--- src/hdl/assert_macros.svh ---
// Assertion helpers used by the top-level RTL file.
`ifndef ASSERT_MACROS_SVH
`define ASSERT_MACROS_SVH

// Check prop at every rising clock edge outside reset.
`define CLS_ASSERT(lbl, clk, rstn, prop, msg) \
  lbl: assert property (@(posedge clk) disable iff (!rstn) (prop)) else $error(msg);

// Check prop at every rising clock edge, reset included.
`define CLS_ASSERT_ALWAYS(lbl, clk, prop, msg) \
  lbl: assert property (@(posedge clk) (prop)) else $error(msg);

`endif

--- src/hdl/cls_pkg.sv ---
package cls_pkg;

  typedef logic [2:0] op_t;
  localparam op_t OP_INIT   = 3'd0;
  localparam op_t OP_CMD    = 3'd1;
  localparam op_t OP_DATA   = 3'd2;
  localparam op_t OP_CURSOR = 3'd3;
  localparam op_t OP_CLEAR  = 3'd4;

  localparam logic [15:0] PULSE_HIGH_US  = 16'd1;
  localparam logic [15:0] PULSE_LOW_US   = 16'd50;
  localparam logic [15:0] CMD_TAIL_US    = 16'd100;
  localparam logic [15:0] DATA_TAIL_US   = 16'd50;
  localparam logic [15:0] CLEAR_TAIL_US  = 16'd2100;
  localparam logic [15:0] POWERUP_US     = 16'd50000;

  localparam logic [7:0] CMD_CLEAR      = 8'h01;
  localparam logic [7:0] CMD_SET_DDRAM  = 8'h80;
  localparam logic [6:0] DDRAM_ADDR_MSK = 7'h7F;

  localparam logic [4:0] INIT_LAST_SEG = 5'd28;
  localparam logic [4:0] BYTE_LAST_SEG = 5'd3;

  // Latched request, resolved at accept time.
  typedef struct packed {
    logic        is_init;
    logic        rs;
    logic [7:0]  byte_val;
    logic [15:0] tail_us;
  } req_t;

  // Segment description before the hold add.
  typedef struct packed {
    logic        rs;
    logic        en;
    logic [3:0]  nib;
    logic [15:0] base_us;
    logic [15:0] extra_us;
    logic        last;
  } seg_desc_t;

  // Finished segment as driven onto the result channel.
  typedef struct packed {
    logic        rs;
    logic        en;
    logic [3:0]  nib;
    logic [15:0] hold_us;
    logic        last;
  } seg_out_t;

  typedef struct packed {
    logic [3:0]  nib;
    logic [15:0] extra_us;
  } init_nib_t;

  function automatic logic [6:0] row_base(input logic [1:0] row);
    logic [6:0] b;
    case (row)
      2'd0:    b = 7'h00;
      2'd1:    b = 7'h40;
      2'd2:    b = 7'h14;
      default: b = 7'h54;
    endcase
    return b;
  endfunction

  // Wake-up nibble list, fourteen nibbles after the idle segment.
  function automatic init_nib_t init_nib(input logic [3:0] idx);
    init_nib_t r;
    case (idx)
      4'd0:    r = '{nib: 4'h3, extra_us: 16'd5000};
      4'd1:    r = '{nib: 4'h3, extra_us: 16'd1000};
      4'd2:    r = '{nib: 4'h3, extra_us: 16'd0};
      4'd3:    r = '{nib: 4'h2, extra_us: 16'd0};
      4'd4:    r = '{nib: 4'h2, extra_us: 16'd0};
      4'd5:    r = '{nib: 4'h8, extra_us: CMD_TAIL_US};
      4'd6:    r = '{nib: 4'h0, extra_us: 16'd0};
      4'd7:    r = '{nib: 4'h8, extra_us: CMD_TAIL_US};
      4'd8:    r = '{nib: 4'h0, extra_us: 16'd0};
      4'd9:    r = '{nib: 4'h1, extra_us: CLEAR_TAIL_US};
      4'd10:   r = '{nib: 4'h0, extra_us: 16'd0};
      4'd11:   r = '{nib: 4'h6, extra_us: CMD_TAIL_US};
      4'd12:   r = '{nib: 4'h0, extra_us: 16'd0};
      4'd13:   r = '{nib: 4'hC, extra_us: CMD_TAIL_US};
      default: r = '{nib: 4'h0, extra_us: 16'd0};
    endcase
    return r;
  endfunction

endpackage

--- src/hdl/cls_script.sv ---
module cls_script (
  input  cls_pkg::req_t      req,
  input  logic [4:0]         seg_idx,
  output cls_pkg::seg_desc_t desc
);

  logic [4:0]          init_idx;
  cls_pkg::init_nib_t  init_e;
  logic                byte_lo;

  assign init_idx = 5'(seg_idx - 5'd1);
  assign init_e   = cls_pkg::init_nib(init_idx[4:1]);
  assign byte_lo  = seg_idx[1];

  always_comb begin
    desc = '0;
    if (req.is_init) begin
      if (seg_idx == 5'd0) begin
        // power-up idle: everything low
        desc.base_us  = 16'd0;
        desc.extra_us = cls_pkg::POWERUP_US;
      end else begin
        desc.en       = ~init_idx[0];
        desc.nib      = init_e.nib;
        desc.base_us  = init_idx[0] ? cls_pkg::PULSE_LOW_US : cls_pkg::PULSE_HIGH_US;
        desc.extra_us = init_idx[0] ? init_e.extra_us : 16'd0;
      end
      desc.last = (seg_idx == cls_pkg::INIT_LAST_SEG);
    end else begin
      desc.rs       = req.rs;
      desc.en       = ~seg_idx[0];
      desc.nib      = byte_lo ? req.byte_val[3:0] : req.byte_val[7:4];
      desc.base_us  = seg_idx[0] ? cls_pkg::PULSE_LOW_US : cls_pkg::PULSE_HIGH_US;
      desc.extra_us = (byte_lo && seg_idx[0]) ? req.tail_us : 16'd0;
      desc.last     = (seg_idx == cls_pkg::BYTE_LAST_SEG);
    end
  end

endmodule

--- src/hdl/cls_seq.sv ---
module cls_seq (
  input  logic              clk,
  input  logic              rst_n,
  input  logic              req_valid,
  output logic              req_ready,
  input  cls_pkg::op_t      op,
  input  logic [7:0]        byte_value,
  input  logic [1:0]        row,
  input  logic [5:0]        column,
  output logic              seg_valid,
  input  logic              seg_ready,
  output cls_pkg::seg_out_t seg
);

  typedef enum logic [1:0] {
    ST_IDLE = 2'b01,
    ST_RUN  = 2'b10
  } state_t;

  state_t             state_r, state_nxt;
  logic [4:0]         seg_r, seg_nxt;
  cls_pkg::req_t      req_r, req_nxt;
  cls_pkg::seg_desc_t desc;
  logic [6:0]         ddram_addr;

  cls_script u_script (
    .req     (req_r),
    .seg_idx (seg_r),
    .desc    (desc)
  );

  assign ddram_addr = 7'(7'(column) + cls_pkg::row_base(row)) & cls_pkg::DDRAM_ADDR_MSK;

  assign req_ready = (state_r == ST_IDLE);
  assign seg_valid = (state_r == ST_RUN);

  // shared hold adder: pulse base plus trailing delay
  assign seg.rs      = desc.rs;
  assign seg.en      = desc.en;
  assign seg.nib     = desc.nib;
  assign seg.hold_us = 16'(desc.base_us + desc.extra_us);
  assign seg.last    = desc.last;

  always_comb begin
    state_nxt = state_r;
    seg_nxt   = seg_r;
    req_nxt   = req_r;
    case (state_r)
      ST_IDLE: begin
        if (req_valid) begin
          seg_nxt           = 5'd0;
          req_nxt.is_init   = 1'b0;
          req_nxt.rs        = 1'b0;
          req_nxt.byte_val  = byte_value;
          req_nxt.tail_us   = cls_pkg::CMD_TAIL_US;
          state_nxt         = ST_RUN;
          case (op)
            cls_pkg::OP_INIT: begin
              req_nxt.is_init = 1'b1;
            end
            cls_pkg::OP_CMD: begin
            end
            cls_pkg::OP_DATA: begin
              req_nxt.rs      = 1'b1;
              req_nxt.tail_us = cls_pkg::DATA_TAIL_US;
            end
            cls_pkg::OP_CURSOR: begin
              req_nxt.byte_val = cls_pkg::CMD_SET_DDRAM | {1'b0, ddram_addr};
            end
            cls_pkg::OP_CLEAR: begin
              req_nxt.byte_val = cls_pkg::CMD_CLEAR;
              req_nxt.tail_us  = cls_pkg::CLEAR_TAIL_US;
            end
            default: begin
              // unknown operation: drop it
              state_nxt = ST_IDLE;
            end
          endcase
        end
      end
      ST_RUN: begin
        if (seg_ready) begin
          if (desc.last) begin
            state_nxt = ST_IDLE;
          end else begin
            seg_nxt = 5'(seg_r + 5'd1);
          end
        end
      end
      default: begin
        state_nxt = ST_IDLE;
      end
    endcase
  end

  always_ff @(posedge clk) begin
    if (!rst_n) begin
      state_r <= ST_IDLE;
      seg_r   <= 5'd0;
    end else begin
      state_r <= state_nxt;
      seg_r   <= seg_nxt;
    end
    req_r <= req_nxt;
  end

endmodule

--- src/hdl/char_lcd_4bit_bus_sequencer_top.sv ---
// First segment path: the request is latched in the sequencer, then loaded into the output register.
// Throughput: one segment per cycle from the segment counter while the output is not stalled;
// init takes 29 segments, byte requests 4, and an unknown operation is dropped with none.
// The input stays not ready while a request is being sequenced.
// Reset: synchronous active-low rst_n clears the sequencer state and counter and the output valid.
`include "assert_macros.svh"

module char_lcd_4bit_bus_sequencer_top (
  input  logic        clk,
  input  logic        rst_n,
  input  logic        in_tvalid,
  output logic        in_tready,
  input  logic [23:0] in_tdata,   // operation[2:0], byte_value[10:3], row[12:11], column[18:13]
  output logic        out_tvalid,
  input  logic        out_tready,
  output logic [23:0] out_tdata,  // rs[0], enable[1], nibble[5:2], hold_us[21:6]
  output logic        out_tlast
);

  logic              seg_valid;
  logic              seg_ready;
  cls_pkg::seg_out_t seg;

  // Output holding register; the sequencer advances only when it is free or draining.
  logic              out_valid_r, out_valid_nxt;
  cls_pkg::seg_out_t out_seg_r, out_seg_nxt;

  cls_seq u_seq (
    .clk        (clk),
    .rst_n      (rst_n),
    .req_valid  (in_tvalid),
    .req_ready  (in_tready),
    .op         (in_tdata[2:0]),
    .byte_value (in_tdata[10:3]),
    .row        (in_tdata[12:11]),
    .column     (in_tdata[18:13]),
    .seg_valid  (seg_valid),
    .seg_ready  (seg_ready),
    .seg        (seg)
  );

  assign seg_ready = !out_valid_r || out_tready;

  always_comb begin
    out_valid_nxt = out_valid_r;
    out_seg_nxt   = out_seg_r;
    if (seg_ready) begin
      // load the next segment, or drop valid once the current one is taken
      out_valid_nxt = seg_valid;
      if (seg_valid) begin
        out_seg_nxt = seg;
      end
    end
  end

  always_ff @(posedge clk) begin
    if (!rst_n) begin
      out_valid_r <= 1'b0;
    end else begin
      out_valid_r <= out_valid_nxt;
    end
    out_seg_r <= out_seg_nxt;
  end

  assign out_tvalid = out_valid_r;
  assign out_tlast  = out_seg_r.last;
  assign out_tdata  = {2'b00, out_seg_r.hold_us, out_seg_r.nib, out_seg_r.en, out_seg_r.rs};

  // Hold an enable pulse for exactly the strobe width.
  `CLS_ASSERT(a_en_pulse_width, clk, rst_n, out_tvalid && out_tdata[1] |-> out_tdata[21:6] == cls_pkg::PULSE_HIGH_US, "enable segment hold is not the pulse width")
  // Never accept a new request while the sequencer still emits segments.
  `CLS_ASSERT(a_no_accept_busy, clk, rst_n, in_tready |-> !seg_valid, "input ready while segments pending")
  // A request never ends on the enable-high half of a nibble.
  `CLS_ASSERT(a_last_en_low, clk, rst_n, out_tvalid && out_tlast |-> !out_tdata[1], "last segment has enable high")

endmodule
--- config.mk ---
export PLATFORM = sky130hd
export DESIGN_NAME = char_lcd_4bit_bus_sequencer_top
export DESIGN_NICKNAME = d
export VERILOG_FILES = /design/src/hdl/cls_pkg.sv /design/src/hdl/cls_script.sv /design/src/hdl/cls_seq.sv /design/src/hdl/char_lcd_4bit_bus_sequencer_top.sv
export VERILOG_INCLUDE_DIRS = /design/src /design/src/hdl
export SDC_FILE = /design/constraint.sdc
export NUM_CORES = 1
export LEC_CHECK = 0
export ABC_AREA = 1
export BUFFER_PORTS_ARGS = -buffer_cell sky130_fd_sc_hd__buf_2
export CAP_MARGIN = 5
export CORE_MARGIN = 4
export CORE_UTILIZATION = 35
export DETAILED_ROUTE_END_ITERATION = 8
export GPL_TIMING_DRIVEN = 0
export MAX_ROUTING_LAYER = met4
export PLACE_DENSITY_LB_ADDON = 0.2
export SLEW_MARGIN = 20
export SYNTH_ARGS = -nofsm -noshare
export SYNTH_HDL_FRONTEND = slang
export SYNTH_SLANG_ARGS = --single-unit
--- constraint.sdc ---
create_clock -name clk -period 2.9 [get_ports clk]
set_input_delay 0.58 -clock clk [delete_from_list [all_inputs] [get_ports clk]]
set_output_delay 0.58 -clock clk [all_outputs]
set_load 0.01 [all_outputs]
Yosys cells after proc, flatten, opt, wreduce, memory -nomap -nowiden
Memory sizes are Yosys's and may differ from the RTL's.
Cells that the tools add are included.
{"block": "op_classes", "n_reduce_logical": 12, "addsub": 4, "bitwise_logic": 2, "muxes": 22, "n_eq_ne": 14}
{"cell": "$mux 38", "n": 1}
{"cell": "$mux 16", "n": 2}
{"cell": "$pmux 12 s2", "n": 1}
{"cell": "$mux 22", "n": 1}
{"cell": "$pmux 7 s3", "n": 1}
{"cell": "$mux 5", "n": 4}
{"cell": "$add 16x16->16", "n": 1}
{"cell": "$pmux 8 s2", "n": 1}
{"cell": "$mux 6", "n": 2}
{"cell": "$pmux 5 s2", "n": 1}
{"cell": "$mux 2", "n": 4}
{"cell": "$add 6x7->7", "n": 1}
{"cell": "$eq 3x2->1 const B", "n": 2}
{"cell": "$add 5x1->5 const B", "n": 1}
{"cell": "$eq 5x2->1 const B", "n": 1}
{"cell": "$eq 5x5->1 const B", "n": 1}
{"cell": "$logic_not 5->1", "n": 1}
{"cell": "$reduce_or 5->1", "n": 1}
{"cell": "$sub 5x1->5 const B", "n": 1}
{"cell": "$eq 2x1->1 const B", "n": 2}
{"cell": "$eq 2x2->1 const B", "n": 2}
{"cell": "$mux 4", "n": 1}
{"cell": "$ne 2x1->1 const B", "n": 2}
{"cell": "$ne 2x2->1 const B", "n": 2}
{"cell": "other kinds (14)", "n": 17}
{"block": "totals", "mem_bits_ro": 224, "word_cells": 67, "n_memories": 1, "input_bits": 28, "register_bits": 57, "out_inout_bits": 27}
{"memory": "(name not given)", "words": 16, "word_bits": 14, "read_ports": 1, "rd_clocked_by_memory_dff": 0, "wr": 0, "line": "cls_pkg.sv:70", "rtl": "case (idx)"}

Depth between registers and ports, before layout
Gate-level depths: netlist (run 1).
An unclocked memory read counts as a cell.
{"block": "depth", "depth_word": 8, "depth_mapped": 17, "depth_no_buf": 17}

Modules after synthesis
Synthesis (run 1) repeated with hierarchy kept, for this count alone.
{"block": "hier_totals", "hier_cells": 469, "hier_area_um2": 3472.1}
{"mod": "cls_seq", "cells_each": 299, "seq_area_each_um2": 590.6, "area_each_um2": 1988.2, "n_inst": 1}
{"mod": "char_lcd_4bit_bus_sequencer_top", "cells_each": 33, "seq_area_each_um2": 710.7, "area_each_um2": 760.7, "n_inst": 1}
{"mod": "cls_script", "cells_each": 137, "seq_area_each_um2": 0.0, "area_each_um2": 723.2, "n_inst": 1}

Worst setup path after synthesis (run 1)
Ideal clock, no wire load.
{"block": "synth_path", "path_kind": "register to register", "start": "register u_seq.seg_r[1]", "end": "register out_seg_r, in the netlist out_tdata[13] (data pin)", "arrival_time_ns": 2.162, "setup_ns": 0.252, "required_time_ns": 2.648, "stages_incl_launch_ff": 18, "period_less_slack_ns": 2.415, "path_buffers": 0, "path_slack_ns": 0.485, "path_cell_list": "dfxtp_1 inv_2 ha_1 nand3_2 inv_2 nand2_2 nand2_4 a21oi_1 nor2_1 nand3_1 o21ai_0 ha_1 a21oi_1 inv_1 nand2_1 nand2_1 nand2_1 nand2_1"}
{"element": "from (decl)", "line": "cls_seq.sv:21", "rtl": "logic [4:0] seg_r, seg_nxt;"}
{"element": "from (signal assigned)", "line": "cls_seq.sv:102", "rtl": "seg_r <= seg_nxt;"}
{"element": "to (signal assigned)", "line": "char_lcd_4bit_bus_sequencer_top.sv:62", "rtl": "out_seg_r <= out_seg_nxt;"}
{"element": "to (decl)", "line": "char_lcd_4bit_bus_sequencer_top.sv:26", "rtl": "cls_pkg::seg_out_t out_seg_r, out_seg_nxt;"}

==> results.tsv, run 1 <==
metric	value	unit
PostCTS Resize Cnt	0	
Net count, final	359	
Placer Congestion	0.8598	
final hold vios	0	
CTS tree	yes	
post-synth top area cell	edfxtp_1	
die width	90.70	µm
final setup fails	0	
final instance area	2848	µm²
Place WS	0.1322	ns
maximum clock path buffer count	2	
Slew Limit Fails	0	
initial core utilization	36.85	%
min Tclk post-route	2.664	ns
internal reg-to-reg setup slack	0.24	ns
Max Clock Freq	0.3754	GHz
status	finished clean	
RR Startpoint	u_seq.seg_r[0]	
antenna-violating nets left	0	
syn_area_per_cell	8.998	µm²
drt wl/cell	11.87	µm
CTS Hold Bufs	0	
PnR worst setup slack	0.2362	ns
Fillers	625	
# port buffers	45	
setup TNS	0	ns
total core area	6495	µm²
dpl cell area	2739	µm²
# rows	29	
setup bufs post-CTS	0	
PwrDens	510.3	nW/µm²
Mapped Area	2394	µm²
top cells by area, synth	edfxtp_1 (44%), nand2_1 (6.7%), dfxtp_1 (6.7%), inv_1 (6.1%), ha_1 (5.2%)	
Critical Path Sink Type	flop	
Cell variety after synth	36	
Overall Power	0.001453	W
Cells after Synth	266	
clock transition at the registers of the reported paths	0.08	ns
die area	8226	µm²
largest net degree at the start of global routing	18	
Critical Path Start Type	flop	
worst-path fanout max	10	
first-pass GRT wire length	7769	µm
CTS Buf Count	5	
Post-synth EDFFs	35	
1st-iter DRT viols	115	
Pleak	1.331	nW
CP endpoint	out_tdata[13]	
register area share after synthesis	50.60	%
worst ir drop on vdd	0.2600	mV
antenna cells	0	
worst-margin pin slew	0.7009	ns
drt pass-1 iters	4	
DRC	0	
reg2reg end	out_tdata[13]	
Die Y	90.70	µm
MaxCap Viol Count	0	
Slew HR	53.22	%
clock sinks	43	
Req. time, crit path	2.96	ns
most frequent cell after synthesis	nand2_1	
Max H-tree Level	2	
FF+latch count, synth	43	
reg2reg path depth	17	
Commonest cells post-synth	nand2_1 (43), inv_1 (39), edfxtp_1 (35)	
RSZ-0062 raised after global routing	false	
DRT Wirelength	4736	µm
type of the worst setup path	flop to flop	
IO Pins	55	
share of cells above drive strength 1	26.71	%
Ys Warns	0	
gr ovfl total	0	
initial antenna violation count	0	
worst min path class	input port to flop	
all-layer global routing usage	11.94	%
HPWL after DPL	3781	µm
area grow syn2layout	18.98	%
ys flop type	edfxtp_1	
Tcrit/Tclk final	91.86	%
Via-to-Cell Ratio	4.639	
number of global-route vias before repair	1720	
skew final	0.006715	ns
via count	1851	
Worst Setup SP	u_seq.seg_r[0]	
clk_lat worst skew	0.29	ns
ys async rst share	0	%
root buffer cell	clkbuf_8	
post-synth top area share	43.91	%
Crit path arrival time	2.72	ns
how the worst min path moves through the flow:
stage                                from               end  slack, ns  depth (start not counted)
after floorplan           u_seq.req_r[24]      out_tdata[0]       0.50                          2
after global placement    u_seq.req_r[24]      out_tdata[0]       0.53                          2
after detailed placement  u_seq.req_r[24]      out_tdata[0]       0.53                          2
after CTS                           rst_n  u_seq.state_r[0]       0.52                          2
after global routing                rst_n  u_seq.state_r[0]       0.52                          2
final                               rst_n  u_seq.state_r[0]       0.52                          2
layout make-up:
type	instances	area (µm²)	share of cell area, %
repair buffers	46	236.5	8.304
multi-input cells	170	968.4	34.01
flip-flops and latches	43	1214	42.62
clock inverters	1	30.03	1.054
well taps	77	96.34	3.383
clock buffers	7	76.32	2.680
plain buffers	9	53.80	1.889
inverters	46	172.7	6.063
critical path, stage by stage (launching register included):
cell	delay (ns)
dfxtp_2	0.40
inv_2	0.12
ha_1	0.26
inv_1	0.06
nand2_1	0.05
nand2_2	0.11
nand2_1	0.09
a21oi_1	0.14
nor2_1	0.07
nand3_1	0.08
o21ai_0	0.10
ha_1	0.36
a21oi_1	0.23
inv_1	0.10
nand2_1	0.09
nand2_1	0.05
nand2_1	0.05
nand2_1	0.05
sequential cells by signal, summed over array words and instances (netlist names):
name / count
u_seq.req_r: 15
u_seq.seg_r: 5
out_tlast: 1
u_seq.state_r: 2
out_tvalid: 1
out_tdata: 19
layer usage:
metal	track usage, %	routed length (µm)	vias up
met4	4.719	89	0
li1	-	-	985
met5	-	0	-
met2	19.02	2067	58
met1	14.87	2322	799
met3	2.417	256	9
placed cells by master, fill, tap and decap left out, types with 3 or more instances in the layout:
master	Yosys	routed
ha_1	10	10
dfxtp_1	8	6
xor2_1	3	3
edfxtp_1	35	35
o21ai_0	15	15
nand2_1	43	43
a22o_1	3	3
clkbuf_1	3	5
nand2_2	6	6
nor2_2	2	4
inv_1	39	39
nor2_1	31	29
buf_4	5	5
nand3_1	13	13
o32ai_1	3	3
nand4_1	4	4
clkbuf_8	0	5
inv_2	6	6
a21oi_1	11	11
buf_2	1	46
conb_1	1	3
power breakdown:
group	leakage [nW]	total [W]	switching, W	internal (W)
Sequential	0.392	0.000715	0.0000126	0.000703
Combinational	0.886	0.000276	0.000179	0.0000977
Clock	0.0524	0.000462	0.000204	0.000258
stage by stage:
stage / hold slack (ns) / std cells / utilization, %
finish: 0.5205 / 399 / 43.85
global route: 0.5168 / 399 / 43.85
CTS: 0.5210 / 399 / 43.81
detailed placement: 0.5327 / 391 / 42.17
global placement: 0.5279 / 390 / 41.92
floorplan: 0.5050 / 268 / -
cells by family after synthesis:
logic type               synth area share, %
AO/OA/AOI/OAI                          10.61
flip-flops                             50.60
AND/OR/NAND/NOR                        22.11
XOR/XNOR                               1.830
adder cells (fa/ha/maj)                5.227
other                                 0.1567
buffers and inverters                  9.461
Note: power is estimated with default switching activity, not from simulation.
==> inputs of run 2 (changes only) <==
--- a/config.mk
+++ b/config.mk
@@ -11,6 +11,7 @@
 export CAP_MARGIN = 5
 export CORE_MARGIN = 4
 export CORE_UTILIZATION = 35
+export CTS_BUF_LIST = sky130_fd_sc_hd__clkbuf_8
 export DETAILED_ROUTE_END_ITERATION = 8
 export GPL_TIMING_DRIVEN = 0
 export MAX_ROUTING_LAYER = met4
@@ -18,4 +19,5 @@
 export SLEW_MARGIN = 20
 export SYNTH_ARGS = -nofsm -noshare
 export SYNTH_HDL_FRONTEND = slang
+export SYNTH_HIERARCHICAL = 1
 export SYNTH_SLANG_ARGS = --single-unit
==> run 2 against run 1 <==
  * Synthesized area is 45% higher
  * Clock skew hardly changed
  * Clock power is 19% lower
  * Hold slack better by 0.0053 ns
  * Wire length is 56% higher
  * Critical endpoint unchanged
  * Largest cell class is now multi-input gates
==> results.tsv, run 2 <==
metric	value	unit
RSZ-0062 raised after global routing	false	
Comb pwr share	33.6	%
total core area	9729	µm²
clock sinks	46	
Hold Slack	0.5258	ns
post-synth top area cell	edfxtp_1	
CTS tree	yes	
worst-margin pin slew	0.7112	ns
filler-free cell count of the finished design	682	
Slew Limit Fails	0	
final instance area	4165	µm²
status	finished clean	
dpl cell area	3986	µm²
die width	107.6	µm
share of cells above drive strength 1	21.13	%
top cells by area, synth	edfxtp_1 (33%), nand2_1 (16%), inv_1 (8.3%), ha_1 (7.6%), nand3_1 (4.9%)	
# port buffers	46	
initial antenna violation count	0	
post-synth top area share	32.86	%
Req. time, crit path	2.95	ns
CTS Hold Bufs	0	
sequential power share	45.3	%
Placer Congestion	0.8444	
maximum clock path buffer count	2	
MaxCap Viol Count	0	
Max H-tree Level	2	
area grow syn2layout	19.96	%
antenna-violating nets left	0	
via count	2968	
Pleak	2.197	nW
die area	11580	µm²
Die Y	107.6	µm
max FFs per register	22	
Max Clock Freq	0.3654	GHz
DRC	0	
Cells after Synth	469	
final hold vios	0	
FF+latch count, synth	46	
skew final	0.006916	ns
internal power	0.001176	W
Cell variety after synth	36	
most frequent cell after synthesis	nand2_1	
drt pass-1 iters	4	
Crit path arrival time	2.79	ns
all-layer global routing usage	13.82	%
initial core utilization	35.69	%
largest net degree at the start of global routing	18	
PnR worst setup slack	0.1633	ns
antenna cells	0	
sw power	0.0005911	W
Slew HR	52.54	%
IO Pins	55	
Net count, final	598	
worst min path class	flop to flop	
Sw Ratio	33.44	%
most frequent cells in the layout	nand2_1 (149), inv_1 (77), buf_2 (48), edfxtp_1 (38), nand3_1 (34)	
clock transition at the registers of the reported paths	0.08	ns
Post-synth EDFFs	38	
Clk pwr share	21.1	%
Critical Path Start Type	flop	
Mapped Area	3472	µm²
register area share after synthesis	37.48	%
DRT Wirelength	7391	µm
worst-path fanout max	8	
HPWL after DPL	5943	µm
ys flop type	edfxtp_1	
Place WS	-0.1962	ns
clk_lat worst skew	0.29	ns
min Tclk post-route	2.737	ns
worst ir drop on vdd	0.1853	mV
dpl cells	670	
gr ovfl total	0	
number of global-route vias before repair	2749	
Critical Path Sink Type	flop	
# rows	36	
drt wl/cell	10.84	µm
type of the worst setup path	flop to flop	
CTS Buf Count	5	
syn_area_per_cell	7.403	µm²
Tcrit/Tclk final	94.37	%
Commonest cells post-synth	nand2_1 (150), inv_1 (77), edfxtp_1 (38)	
PwrDens	424.3	nW/µm²
1st-iter DRT viols	140	
commonest non-fill, non-tap cell in the layout	nand2_1	
Ys Warns	6	
Via-to-Cell Ratio	4.352	
root buffer cell	clkbuf_8	
first-pass GRT wire length	12500	µm
final setup fails	0	
ys async rst share	0	%
==> run 2: changes by cell type after synthesis, moves of 4 or more <==
cell | before | now
nand2_1 | 43 | 150
inv_1 | 39 | 77
nand3_1 | 13 | 34
buf_4 | 5 | 17
ha_1 | 10 | 21
xor2_1 | 3 | 8
o22ai_1 | 0 | 4
==> run 2: critical path, cell delays in order, from the launching register on <==
cell and delay (ns):
dfxtp_4 0.38, inv_1 0.20, ha_4 0.21, nand3_2 0.11, nand2_1 0.11, nor2_1 0.08, or2_1 0.29, buf_4 0.16
ha_1 0.33, nand2_1 0.12, inv_1 0.07, a21oi_1 0.17, nand2_2 0.11, xor2_1 0.15
==> run 2: final cells by class <==
| class | count | area [µm²] |
|---|---|---|
| Fill cell | 1046 | 5564 |
| Multi-Input combinational cell | 342 | 1864 |
| Sequential cell | 46 | 1309 |
| Inverter | 82 | 314.1 |
| Timing Repair Buffer | 51 | 287.8 |
| Tap cell | 133 | 166.4 |
| Buffer | 20 | 141.4 |
| Clock buffer | 5 | 68.82 |
| Clock inverter | 3 | 13.76 |
==> run 2: final timing paths <==
path / cells past startpoint / slack (ns) / end / startpoint
max: 13 / 0.16 / out_tdata[13] / u_seq/seg_r[0]
min: 2 / 0.53 / out_tvalid / out_tvalid
max reg2reg: 13 / 0.16 / out_tdata[13] / u_seq/seg_r[0]
min reg2reg: 2 / 0.53 / out_tvalid / out_tvalid
==> run 2: cell families (layout without fill, tap and decap cells) <==
logic type | after synthesis | after routing | share of synthesized area (%)
DFF | 46 | 46 | 37.48
buffers and inverters | 102 | 161 | 13.01
other | 4 | 25 | 0.4323
AOI/OAI and AO/OA | 41 | 41 | 7.280
xor gates and xnor gates | 10 | 10 | 2.523
adders and majority gates | 22 | 22 | 8.144
and+or+nand+nor | 244 | 244 | 31.14
==> run 2: metal layers <==
metal	track usage, %	routed length (µm)
met1	17.72	3573
met2	22.34	3393
met3	1.980	301
met4	4.959	123
met5	-	0
==> run 2: what timing repair did <==
| action | CTS | global route |
|---|---|---|
| gates cloned | 0 | 0 |
| pin swaps | 0 | 0 |
| endpoints found under the setup margin | 7 | 7 |
| resized for setup | 4 | 8 |
| buffers inserted | 0 | 4 |
==> run 2: power by group through the flow <==
stage / clock network [W] / registers (W) / logic, W
final: 0.000372 / 0.000801 / 0.000594
after global routing: 0.000424 / 0.000806 / 0.000675
after CTS: 0.000402 / 0.000807 / 0.000538
after detailed placement: 0 / 0.000821 / 0.000534
after global placement: 0 / 0.000821 / 0.000522
after floorplan: 0 / 0.000823 / 0.000403
==> run 2: metrics by stage <==
step	utilization, %	TNS (ns)	power (W)
after global placement	40.57	-2.845	0.001343
after detailed placement	40.97	-0.8572	0.001356
after global routing	42.81	0	0.001905
after CTS	41.90	0	0.001748
after floorplan	-	0	0.001226
final	42.81	0	0.001767
